<file path="src/rtl/core/icg_pkg.sv">
`default_nettype none
package icg_pkg;
   localparam int StateBits = 31;
   localparam int ProdBits  = 2 * StateBits;
   localparam logic [StateBits-1:0] ModulusReset    = 31'd2147483053;
   localparam logic [StateBits-1:0] MultiplierReset = 31'd22211;
   localparam logic [StateBits-1:0] IncrementReset  = 31'd11926380;
   localparam logic [StateBits-1:0] StateReset      = 31'd1;

   localparam logic CmdNext = 1'b0;
   localparam logic CmdSeed = 1'b1;

   localparam logic [3:0] AddrModulus    = 4'd0;
   localparam logic [3:0] AddrMultiplier = 4'd4;
   localparam logic [3:0] AddrIncrement  = 4'd8;

   typedef enum logic [3:0] {
      OP_IDLE, OP_LOAD_SEED, OP_LOAD_STATE, OP_RED_STEP, OP_EUC_INIT,
      OP_DIV_STEP, OP_EUC_UPDATE, OP_MUL_STEP, OP_SUM_INIT, OP_COMMIT_SEED,
      OP_COMMIT_NEXT
   } op_type;

   typedef struct packed {
      logic div_done;
      logic euc_done;
      logic mul_done;
      logic small_state;
   } status_type;
endpackage
`default_nettype wire

</file>
<file path="src/rtl/core/icg_datapath.sv">
`default_nettype none
module icg_datapath
   import icg_pkg::*;
(
   input  wire logic                 clock,
   input  wire logic                 reset,
   input  wire op_type               op,
   input  wire logic [StateBits-1:0] seed_value,
   input  wire logic [StateBits-1:0] modulus,
   input  wire logic [StateBits-1:0] multiplier,
   input  wire logic [StateBits-1:0] increment,
   output status_type                status,
   output logic [StateBits-1:0]      result
);
   localparam int CntBits = $clog2(ProdBits + 1);

   // Shared restoring divider: dividend shifted out MSB first, remainder built up.
   logic [StateBits-1:0] state_ff, state_in;
   logic [ProdBits-1:0]  dvd_ff, dvd_in;
   logic [StateBits:0]   rem_ff, rem_in;
   logic [ProdBits-1:0]  quo_ff, quo_in;
   logic [StateBits-1:0] dsr_ff, dsr_in;
   logic [CntBits-1:0]   cnt_ff, cnt_in;
   logic [StateBits-1:0] u_ff, u_in;
   logic signed [StateBits+1:0] prev_ff, prev_in, cur_ff, cur_in;
   logic [ProdBits-1:0]  acc_ff, acc_in;
   logic [StateBits-1:0] mcand_ff, mcand_in;
   logic [StateBits-1:0] mplier_ff, mplier_in;

   logic [StateBits+1:0] trial;
   logic [StateBits:0]   shifted;
   logic signed [ProdBits+3:0] qc;
   logic signed [StateBits+1:0] inv_s;
   logic [StateBits-1:0] inv;

   always_comb begin
      shifted = {rem_ff[StateBits-1:0], dvd_ff[ProdBits-1]};
      trial = {1'b0, shifted} - {2'b00, dsr_ff};
      qc = $signed({{(ProdBits-StateBits-2){1'b0}}, quo_ff[StateBits+1:0]}) * cur_ff;
      inv_s = (cur_ff < 0) ? cur_ff + $signed({2'b00, modulus}) : cur_ff;
      inv = inv_s[StateBits-1:0];
   end

   always_comb begin
      state_in = state_ff; dvd_in = dvd_ff; rem_in = rem_ff; quo_in = quo_ff;
      dsr_in = dsr_ff; cnt_in = cnt_ff; u_in = u_ff;
      prev_in = prev_ff; cur_in = cur_ff; acc_in = acc_ff;
      mcand_in = mcand_ff; mplier_in = mplier_ff;
      unique case (op)
         OP_LOAD_SEED, OP_LOAD_STATE: begin
            dvd_in = {(op == OP_LOAD_SEED ? seed_value : state_ff),
                      {(ProdBits-StateBits){1'b0}}};
            rem_in = '0; quo_in = '0; dsr_in = modulus;
            cnt_in = CntBits'(StateBits);
         end
         OP_SUM_INIT: begin
            dvd_in = acc_ff; rem_in = '0; quo_in = '0; dsr_in = modulus;
            cnt_in = CntBits'(ProdBits);
         end
         OP_RED_STEP, OP_DIV_STEP: begin
            dvd_in = {dvd_ff[ProdBits-2:0], 1'b0};
            cnt_in = cnt_ff - 1'b1;
            if (dsr_ff != '0 && !trial[StateBits+1]) begin
               rem_in = trial[StateBits:0];
               quo_in = {quo_ff[ProdBits-2:0], 1'b1};
            end else begin
               rem_in = (dsr_ff == '0) ? '0 : shifted;
               quo_in = {quo_ff[ProdBits-2:0], 1'b0};
            end
         end
         OP_EUC_INIT: begin
            u_in = rem_ff[StateBits-1:0];
            prev_in = '0; cur_in = 'sd1;
            dvd_in = {modulus, {(ProdBits-StateBits){1'b0}}};
            rem_in = '0; quo_in = '0; dsr_in = rem_ff[StateBits-1:0];
            cnt_in = CntBits'(StateBits);
            mplier_in = rem_ff[StateBits-1:0];
         end
         OP_EUC_UPDATE: begin
            u_in = rem_ff[StateBits-1:0];
            prev_in = cur_ff;
            cur_in = prev_ff - qc[StateBits+1:0];
            dvd_in = {u_ff, {(ProdBits-StateBits){1'b0}}};
            rem_in = '0; quo_in = '0; dsr_in = rem_ff[StateBits-1:0];
            cnt_in = CntBits'(StateBits);
            if (rem_ff[StateBits-1:0] == '0) begin
               mcand_in = multiplier;
               mplier_in = (mplier_ff <= 1) ? mplier_ff : inv;
               acc_in = {{(ProdBits-StateBits){1'b0}}, increment};
               cnt_in = CntBits'(StateBits);
            end
         end
         OP_MUL_STEP: begin
            if (mplier_ff[0])
               acc_in = acc_ff + ({{(ProdBits-StateBits){1'b0}}, mcand_ff}
                                  << (StateBits - int'(cnt_ff)));
            mplier_in = mplier_ff >> 1;
            cnt_in = cnt_ff - 1'b1;
         end
         OP_COMMIT_SEED, OP_COMMIT_NEXT: state_in = rem_ff[StateBits-1:0];
         default: ;
      endcase
   end

   always_ff @(posedge clock) begin
      if (reset) begin
         state_ff <= StateReset;
      end else begin
         state_ff <= state_in;
      end
      dvd_ff <= dvd_in; rem_ff <= rem_in; quo_ff <= quo_in; dsr_ff <= dsr_in;
      cnt_ff <= cnt_in; u_ff <= u_in; prev_ff <= prev_in;
      cur_ff <= cur_in; acc_ff <= acc_in; mcand_ff <= mcand_in;
      mplier_ff <= mplier_in;
   end

   assign status.div_done    = (cnt_ff == CntBits'(1));
   assign status.euc_done    = (rem_ff[StateBits-1:0] == '0);
   assign status.mul_done    = (cnt_ff == CntBits'(1));
   assign status.small_state = (rem_ff[StateBits-1:0] <= 1);
   assign result = rem_ff[StateBits-1:0];
endmodule
`default_nettype wire

</file>
<file path="src/rtl/core/icg_controller.sv">
`default_nettype none
module icg_controller
   import icg_pkg::*;
(
   input  wire logic       clock,
   input  wire logic       reset,
   input  wire logic       start,
   input  wire logic       command,
   input  wire status_type status,
   input  wire logic       out_free,
   output logic            busy,
   output logic            result_valid,
   output op_type          op
);
   typedef enum logic [3:0] {
      S_IDLE, S_RED_SEED, S_RED_STATE, S_INV_CHECK, S_DIV, S_UPDATE,
      S_MUL, S_SUM, S_DONE_SEED, S_DONE_NEXT, S_WAIT_OUT
   } state_type;

   state_type st_ff, st_in;

   always_comb begin
      st_in = st_ff;
      op = OP_IDLE;
      unique case (st_ff)
         S_IDLE: if (start) begin
            op = (command == CmdSeed) ? OP_LOAD_SEED : OP_LOAD_STATE;
            st_in = (command == CmdSeed) ? S_RED_SEED : S_RED_STATE;
         end
         S_RED_SEED: begin
            op = OP_RED_STEP;
            if (status.div_done) st_in = S_DONE_SEED;
         end
         S_RED_STATE: begin
            op = OP_RED_STEP;
            if (status.div_done) st_in = S_INV_CHECK;
         end
         S_INV_CHECK: begin
            op = OP_EUC_INIT;
            st_in = status.small_state ? S_UPDATE : S_DIV;
         end
         S_DIV: begin
            op = OP_DIV_STEP;
            if (status.div_done) st_in = S_UPDATE;
         end
         S_UPDATE: begin
            op = OP_EUC_UPDATE;
            st_in = status.euc_done ? S_MUL : S_DIV;
         end
         S_MUL: begin
            op = OP_MUL_STEP;
            if (status.mul_done) st_in = S_SUM;
         end
         S_SUM: begin
            op = OP_SUM_INIT;
            st_in = S_DONE_NEXT;
         end
         S_DONE_NEXT: begin
            op = OP_RED_STEP;
            if (status.div_done) st_in = S_WAIT_OUT;
         end
         S_WAIT_OUT: if (out_free) begin
            op = OP_COMMIT_NEXT;
            st_in = S_IDLE;
         end
         S_DONE_SEED: begin
            op = OP_COMMIT_SEED;
            st_in = S_IDLE;
         end
         default: st_in = S_IDLE;
      endcase
   end

   always_ff @(posedge clock) begin
      if (reset) begin
         st_ff <= S_IDLE;
      end else begin
         st_ff <= st_in;
      end
   end

   assign busy = (st_ff != S_IDLE);
   assign result_valid = (op == OP_COMMIT_NEXT);
endmodule
`default_nettype wire

</file>
<file path="src/rtl/core/inversive_congruential_prng_top.sv">
`default_nettype none
// Inversive congruential generator. A next word takes the stored state through
// a reduction, an extended Euclidean inversion that runs every quotient on one
// shared bit-serial divider, a shift-add multiply and a final reduction. When
// the reduced state is zero or one, the inversion does no divisions. A finished
// result may wait for the output register to drain before it commits; a seed
// word takes only the reduction before it is stored as the new state. One word
// is processed at a time, and a finished result is held in an output register.
module inversive_congruential_prng_top
   import icg_pkg::*;
(
   input  wire logic        clock,
   input  wire logic        reset,
   input  wire logic        req_tvalid,
   output logic             req_tready,
   input  wire logic [31:0] req_tdata,  // seed_value[30:0], zero pad
   input  wire logic        req_tuser,  // command
   output logic             rsp_tvalid,
   input  wire logic        rsp_tready,
   output logic [31:0]      rsp_tdata,  // random_value[30:0], zero pad
   input  wire logic        csr_psel,
   input  wire logic        csr_penable,
   input  wire logic        csr_pwrite,
   input  wire logic [3:0]  csr_paddr,
   input  wire logic [31:0] csr_pwdata,
   output logic [31:0]      csr_prdata,
   output logic             csr_pready
);
   logic [StateBits-1:0] mod_ff, mul_ff, inc_ff, dp_result;
   logic busy, result_valid, out_valid_ff;
   logic [StateBits-1:0] out_ff;
   status_type status;
   op_type op;
   logic wr, start;

   assign csr_pready = 1'b1;
   assign wr = csr_psel && csr_penable && csr_pwrite;

   always_ff @(posedge clock) begin
      if (reset) begin
         mod_ff <= ModulusReset; mul_ff <= MultiplierReset; inc_ff <= IncrementReset;
      end else if (wr) begin
         unique case (csr_paddr)
            AddrModulus:    mod_ff <= csr_pwdata[StateBits-1:0];
            AddrMultiplier: mul_ff <= csr_pwdata[StateBits-1:0];
            AddrIncrement:  inc_ff <= csr_pwdata[StateBits-1:0];
            default: ;
         endcase
      end
   end

   always_comb begin
      unique case (csr_paddr)
         AddrModulus:    csr_prdata = {1'b0, mod_ff};
         AddrMultiplier: csr_prdata = {1'b0, mul_ff};
         AddrIncrement:  csr_prdata = {1'b0, inc_ff};
         default:        csr_prdata = '0;
      endcase
   end

   assign req_tready = !busy;
   assign start = req_tvalid && req_tready;

   icg_controller u_ctrl (
      .clock, .reset, .start, .command(req_tuser), .status,
      .out_free(!out_valid_ff || rsp_tready), .busy, .result_valid, .op
   );

   icg_datapath u_dp (
      .clock, .reset, .op, .seed_value(req_tdata[StateBits-1:0]),
      .modulus(mod_ff), .multiplier(mul_ff), .increment(inc_ff), .status,
      .result(dp_result)
   );

   always_ff @(posedge clock) begin
      if (reset) begin
         out_valid_ff <= 1'b0;
      end else if (result_valid) begin
         out_valid_ff <= 1'b1;
      end else if (rsp_tready) begin
         out_valid_ff <= 1'b0;
      end
   end

   always_ff @(posedge clock) begin
      if (result_valid) out_ff <= dp_result;
   end

   assign rsp_tvalid = out_valid_ff;
   assign rsp_tdata = {1'b0, out_ff};
endmodule
`default_nettype wire

</file>
<file path="config.mk">
export PLATFORM = sky130hd
export DESIGN_NAME = inversive_congruential_prng_top
export DESIGN_NICKNAME = d
export VERILOG_FILES = /design/src/rtl/core/icg_pkg.sv /design/src/rtl/core/icg_datapath.sv /design/src/rtl/core/icg_controller.sv /design/src/rtl/core/inversive_congruential_prng_top.sv
export SDC_FILE = /design/constraint.sdc
export NUM_CORES = 2
export LEC_CHECK = 0
export ABC_CLOCK_PERIOD_IN_PS = 21300
export BUFFER_PORTS_ARGS = -buffer_cell sky130_fd_sc_hd__buf_4
export CAP_MARGIN = 20
export CORE_ASPECT_RATIO = 0.9
export CORE_UTILIZATION = 49
export DETAILED_ROUTE_END_ITERATION = 10
export PLACE_DENSITY = 0.65
export SLEW_MARGIN = 20
export SYNTH_ARGS = -nofsm -noshare
export SYNTH_HDL_FRONTEND = slang
export SYNTH_SLANG_ARGS = --single-unit
</file>
<file path="constraint.sdc">
create_clock -name clock -period 21.3 [get_ports clock]
set_clock_uncertainty 0.05 [all_clocks]
set_input_delay 1.065 -clock clock [delete_from_list [all_inputs] [get_ports clock]]
set_output_delay 1.065 -clock clock [all_outputs]
set_load 0.01 [all_outputs]
</file>
==> results.yml <==
synthesis:
  synth_area_per_cell_sq_um: 9.46
  area_fraction_of_the_dominant_cell_type_after_synthesis_pct: 25.6
  ys.warnings.count: 0
  synth_area_leaders: "sky130_fd_sc_hd__edfxtp_1 (26%), sky130_fd_sc_hd__fa_1 (19%), sky130_fd_sc_hd__ha_1 (7.3%)"
  commonest_cells_in_the_netlist: "sky130_fd_sc_hd__nand2_1 (826), sky130_fd_sc_hd__inv_1 (608), sky130_fd_sc_hd__fa_1 (473), sky130_fd_sc_hd__edfxtp_1 (415), sky130_fd_sc_hd__and2_1 (351)"
  asyncSetResetFlopFracSynth_pct: 0
  syn-cell-area_sq_um: 48600
  synth.most_common_cell: "sky130_fd_sc_hd__nand2_1"
  synth_enable_flop_cells: 415
  yosysTopAreaCell: "sky130_fd_sc_hd__edfxtp_1"
  flops_latches_synth: 544
  postSynthCellCount: 5144
  sequential_fraction_of_the_synthesis_area_pct: 30.9
  synth-main-ff-cell: "sky130_fd_sc_hd__edfxtp_1"
  synth.lib_cells_used.distinct: 85
setup_path:
  worst_ep_arrival_time_ns: 8.31
  cp.buffers_inverters: 7
  worst_setup_path_start_kind: "flop"
  delay_of_the_slowest_critical_path_stage_ns: 0.81
  r2r_start: "u_dp.quo_ff[8]$_SDFFCE_PP0P_"
  crit_path_max_fanout: 15
  origin_of_the_worst_setup_path: "u_dp.quo_ff[8]$_SDFFCE_PP0P_"
  critPathTopFamily: "adder cells"
  critical_path_required_ns: 21.60
  r2r_end: "u_dp.cur_ff[31]$_SDFFCE_PN0N_"
  timing_worst_setup_path_type: "flop to flop"
  critical-path-top-cell-by-count: "sky130_fd_sc_hd__fa_1"
  cp_slowest_cell: "sky130_fd_sc_hd__edfxtp_1"
  setup.reg_to_reg.worst_slack_ns: 13.29
  setup.worst_path.end_class: "flop"
  r2r.worst_path.cells: 27
final_layout:
  syn_to_final_growth_pct: 9.29
  ff_latch_area_sq_um: 15000
  final-instance-count-excl-fill: 6541
  nFillCells: 8989
  layout.nets: 5989
  final_layout_size_suffix_gt1_share_pct: 8.03
  multiInputGateArea_sq_um: 30300
clock_network:
  cts_tree: "done"
  total_number_of_clock_tree_sinks: 544
  post-cts-setup-buffer-count: 0
  htree_num_levels: 3
  clkSlewWorstSetupHoldPaths_ns: 0.06
  cts.root.buffer_cell: "sky130_fd_sc_hd__clkbuf_16"
  cts_hold_buffers: 0
  clock_latency_ns: 0.66
  tritoncts.num_buffers: 66
  cts-root-to-sink-buffers: 3
  post_cts_resized: 0
place:
  post_placement_cell_count: 6419
  detailedPlacementHpwl_mm: 112
  gp_congestion: 0.985
  port-buffer-count: 137
drt:
  post_detailed_route_count_of_antenna_violating_nets: 0
  route.detailed.vias_per_inst: 5.85
  avgRoutedWirePerCell_um: 23.7
  num_vias: 38300
  drt-pass1-iter-count: 9
  drc_errors: 0
  drt_iter0_markers: 3917
  totalWireLength_mm: 155
job:
  drv_cap: 0
global_routing:
  globalRouteTotalUtil_pct: 31.0
  grt_antenna_before_repair: 8
  global_route_wire_length_before_repair_mm: 235
  grt_max_degree: 89
  grt_pass1_vias: 38000
  global_route.overflow_total: 0
die:
  die_area_sq_um: 101000
  start_util_pct: 49.5
  floorplan.die.height_um: 301
  fp-row-count: 109
  coreArea_sq_um: 98300
  top_level_ports: 143
  die_span_x_um: 334
sta:
  final-max-slew-violation-count: 0
  timing.max_slew.rel_slack_pct: 21.5
  min_period_over_period_pct: 37.6
  timing_hold_violations_final: 0
  final_setup_fails: 0
  worst-slew-pin-transition_ns: 1.18
  fmax_mhz: 125
  rsz_0062_raised_after_global_routing: "false"
  timing.final.crit_period_ns: 8.01
  setup-tns-final_ns: 0
outcome:
  run_status: "complete, no violations"
min_path:
  hold_path_class: "flop to flop"
  hold_depth: 2
  holdCritStartpoint: "u_dp.state_ff[5]$_SDFFE_PP0P_"
  worstHoldEndpoint: "u_dp.state_ff[5]$_SDFFE_PP0P_"
## worst max path at each step
stage / endpoint / cells past startpoint / slack [ns]
after floorplan: u_dp.acc_ff[0]$_DFFE_PP_ / 5 / 13.92
after global placement: u_dp.cur_ff[31]$_SDFFCE_PN0N_ / 27 / 13.40
after detailed placement: u_dp.cur_ff[31]$_SDFFCE_PN0N_ / 27 / 13.32
after CTS: u_dp.cur_ff[31]$_SDFFCE_PN0N_ / 27 / 13.29
after global routing: u_dp.cur_ff[31]$_SDFFCE_PN0N_ / 27 / 12.94
final: u_dp.cur_ff[31]$_SDFFCE_PN0N_ / 27 / 13.29
## stage by stage
step | utilization (%) | area (sq um) | hold WS (ns) | setup slack, ns
after global routing | 54.1 | 53200 | 0.418 | 12.94
after detailed placement | 51.9 | 51000 | 0.390 | 13.32
after global placement | 51.8 | 51000 | 0.387 | 13.40
after floorplan | - | 48600 | 0.379 | 13.92
final | 54.1 | 53200 | 0.399 | 13.29
after CTS | 54.1 | 53200 | 0.400 | 13.29
## worst reg2reg max path, cell delays in order, from the launching register on
cell                       delay [ns]
sky130_fd_sc_hd__edfxtp_1        0.81
sky130_fd_sc_hd__buf_4           0.35
sky130_fd_sc_hd__nand2_1         0.10
sky130_fd_sc_hd__fa_1            0.50
sky130_fd_sc_hd__inv_1           0.06
sky130_fd_sc_hd__fa_1            0.54
sky130_fd_sc_hd__inv_1           0.05
sky130_fd_sc_hd__fa_1            0.47
sky130_fd_sc_hd__inv_1           0.06
sky130_fd_sc_hd__fa_1            0.53
sky130_fd_sc_hd__ha_1            0.14
sky130_fd_sc_hd__inv_1           0.04
sky130_fd_sc_hd__fa_1            0.47
sky130_fd_sc_hd__fa_1            0.54
sky130_fd_sc_hd__inv_1           0.05
sky130_fd_sc_hd__fa_1            0.47
sky130_fd_sc_hd__inv_1           0.04
sky130_fd_sc_hd__ha_1            0.34
sky130_fd_sc_hd__a21oi_1         0.28
sky130_fd_sc_hd__nand2_1         0.10
sky130_fd_sc_hd__a41oi_1         0.26
sky130_fd_sc_hd__o21ai_0         0.18
sky130_fd_sc_hd__a31oi_1         0.36
sky130_fd_sc_hd__a21oi_1         0.30
sky130_fd_sc_hd__a21oi_1         0.29
sky130_fd_sc_hd__o21ai_0         0.15
sky130_fd_sc_hd__xnor2_1         0.15
sky130_fd_sc_hd__nor2_1          0.05
## flip-flops by register name, summed over array words and instances (netlist names)
register and count:
u_dp.mcand_ff 31, u_dp.state_ff 31, u_dp.mplier_ff 31, u_dp.prev_ff 33
u_dp.rem_ff 31, out_ff 31, u_dp.quo_ff 33, u_dp.dsr_ff 31
u_ctrl.st_ff 4, u_dp.acc_ff 62, inc_ff 31, u_dp.cur_ff 33
u_dp.cnt_ff 6, mod_ff 31, u_dp.dvd_ff 62, mul_ff 31
rsp_tvalid 1, u_dp.u_ff 31
## cell usage in the layout (no fill, tap or decap), types with 52 or more instances in the layout
| cell type | instances |
|---|---|
| sky130_fd_sc_hd__nand2_1 | 826 |
| sky130_fd_sc_hd__inv_1 | 607 |
| sky130_fd_sc_hd__fa_1 | 473 |
| sky130_fd_sc_hd__edfxtp_1 | 415 |
| sky130_fd_sc_hd__and2_1 | 351 |
| sky130_fd_sc_hd__ha_1 | 285 |
| sky130_fd_sc_hd__a21oi_1 | 246 |
| sky130_fd_sc_hd__buf_4 | 224 |
| sky130_fd_sc_hd__nor2_1 | 198 |
| sky130_fd_sc_hd__o21ai_0 | 166 |
| sky130_fd_sc_hd__dfxtp_1 | 129 |
| sky130_fd_sc_hd__xnor2_1 | 126 |
| sky130_fd_sc_hd__a21o_1 | 87 |
| sky130_fd_sc_hd__mux2i_1 | 76 |
| sky130_fd_sc_hd__clkbuf_16 | 67 |
| sky130_fd_sc_hd__xor2_1 | 61 |
| sky130_fd_sc_hd__nand3_1 | 59 |
| sky130_fd_sc_hd__nor2b_1 | 52 |
## layer usage
layer	global-route usage, %	up-vias	share of wire (%)
met5	0	-	0.025
met4	12.5	6	4.4
met3	5.01	351	8.4
met2	48.9	1732	45
met1	42.8	18900	42
li1	-	17300	-
## cell type report
| class | count | share of cell area (%) |
|---|---|---|
| Sequential cell | 544 | 28.3 |
| Multi-Input combinational cell | 3705 | 57.0 |
| Tap cell | 1332 | 3.13 |
| Timing Repair Buffer | 227 | 3.23 |
| Antenna cell | 2 | 0.00941 |
| Clock buffer | 84 | 3.39 |
| Inverter | 611 | 4.32 |
| Clock inverter | 36 | 0.642 |
## cells by family (layout without fill, tap and decap cells)
logic type | count (synthesis) | in the layout | synth area share [%]
simple gates | 1719 | 1719 | 16.7
compound gates | 920 | 920 | 12.6
buf+inv | 896 | 958 | 7.00
fa+ha+maj | 758 | 758 | 26.8
flops | 544 | 544 | 30.9
xor+xnor | 187 | 187 | 3.37
mux | 118 | 118 | 2.54
other cells | 2 | 5 | 0.0154
Power is not shown: default switching activity piles up to over one toggle a cycle in this logic, so the estimate is an artifact.
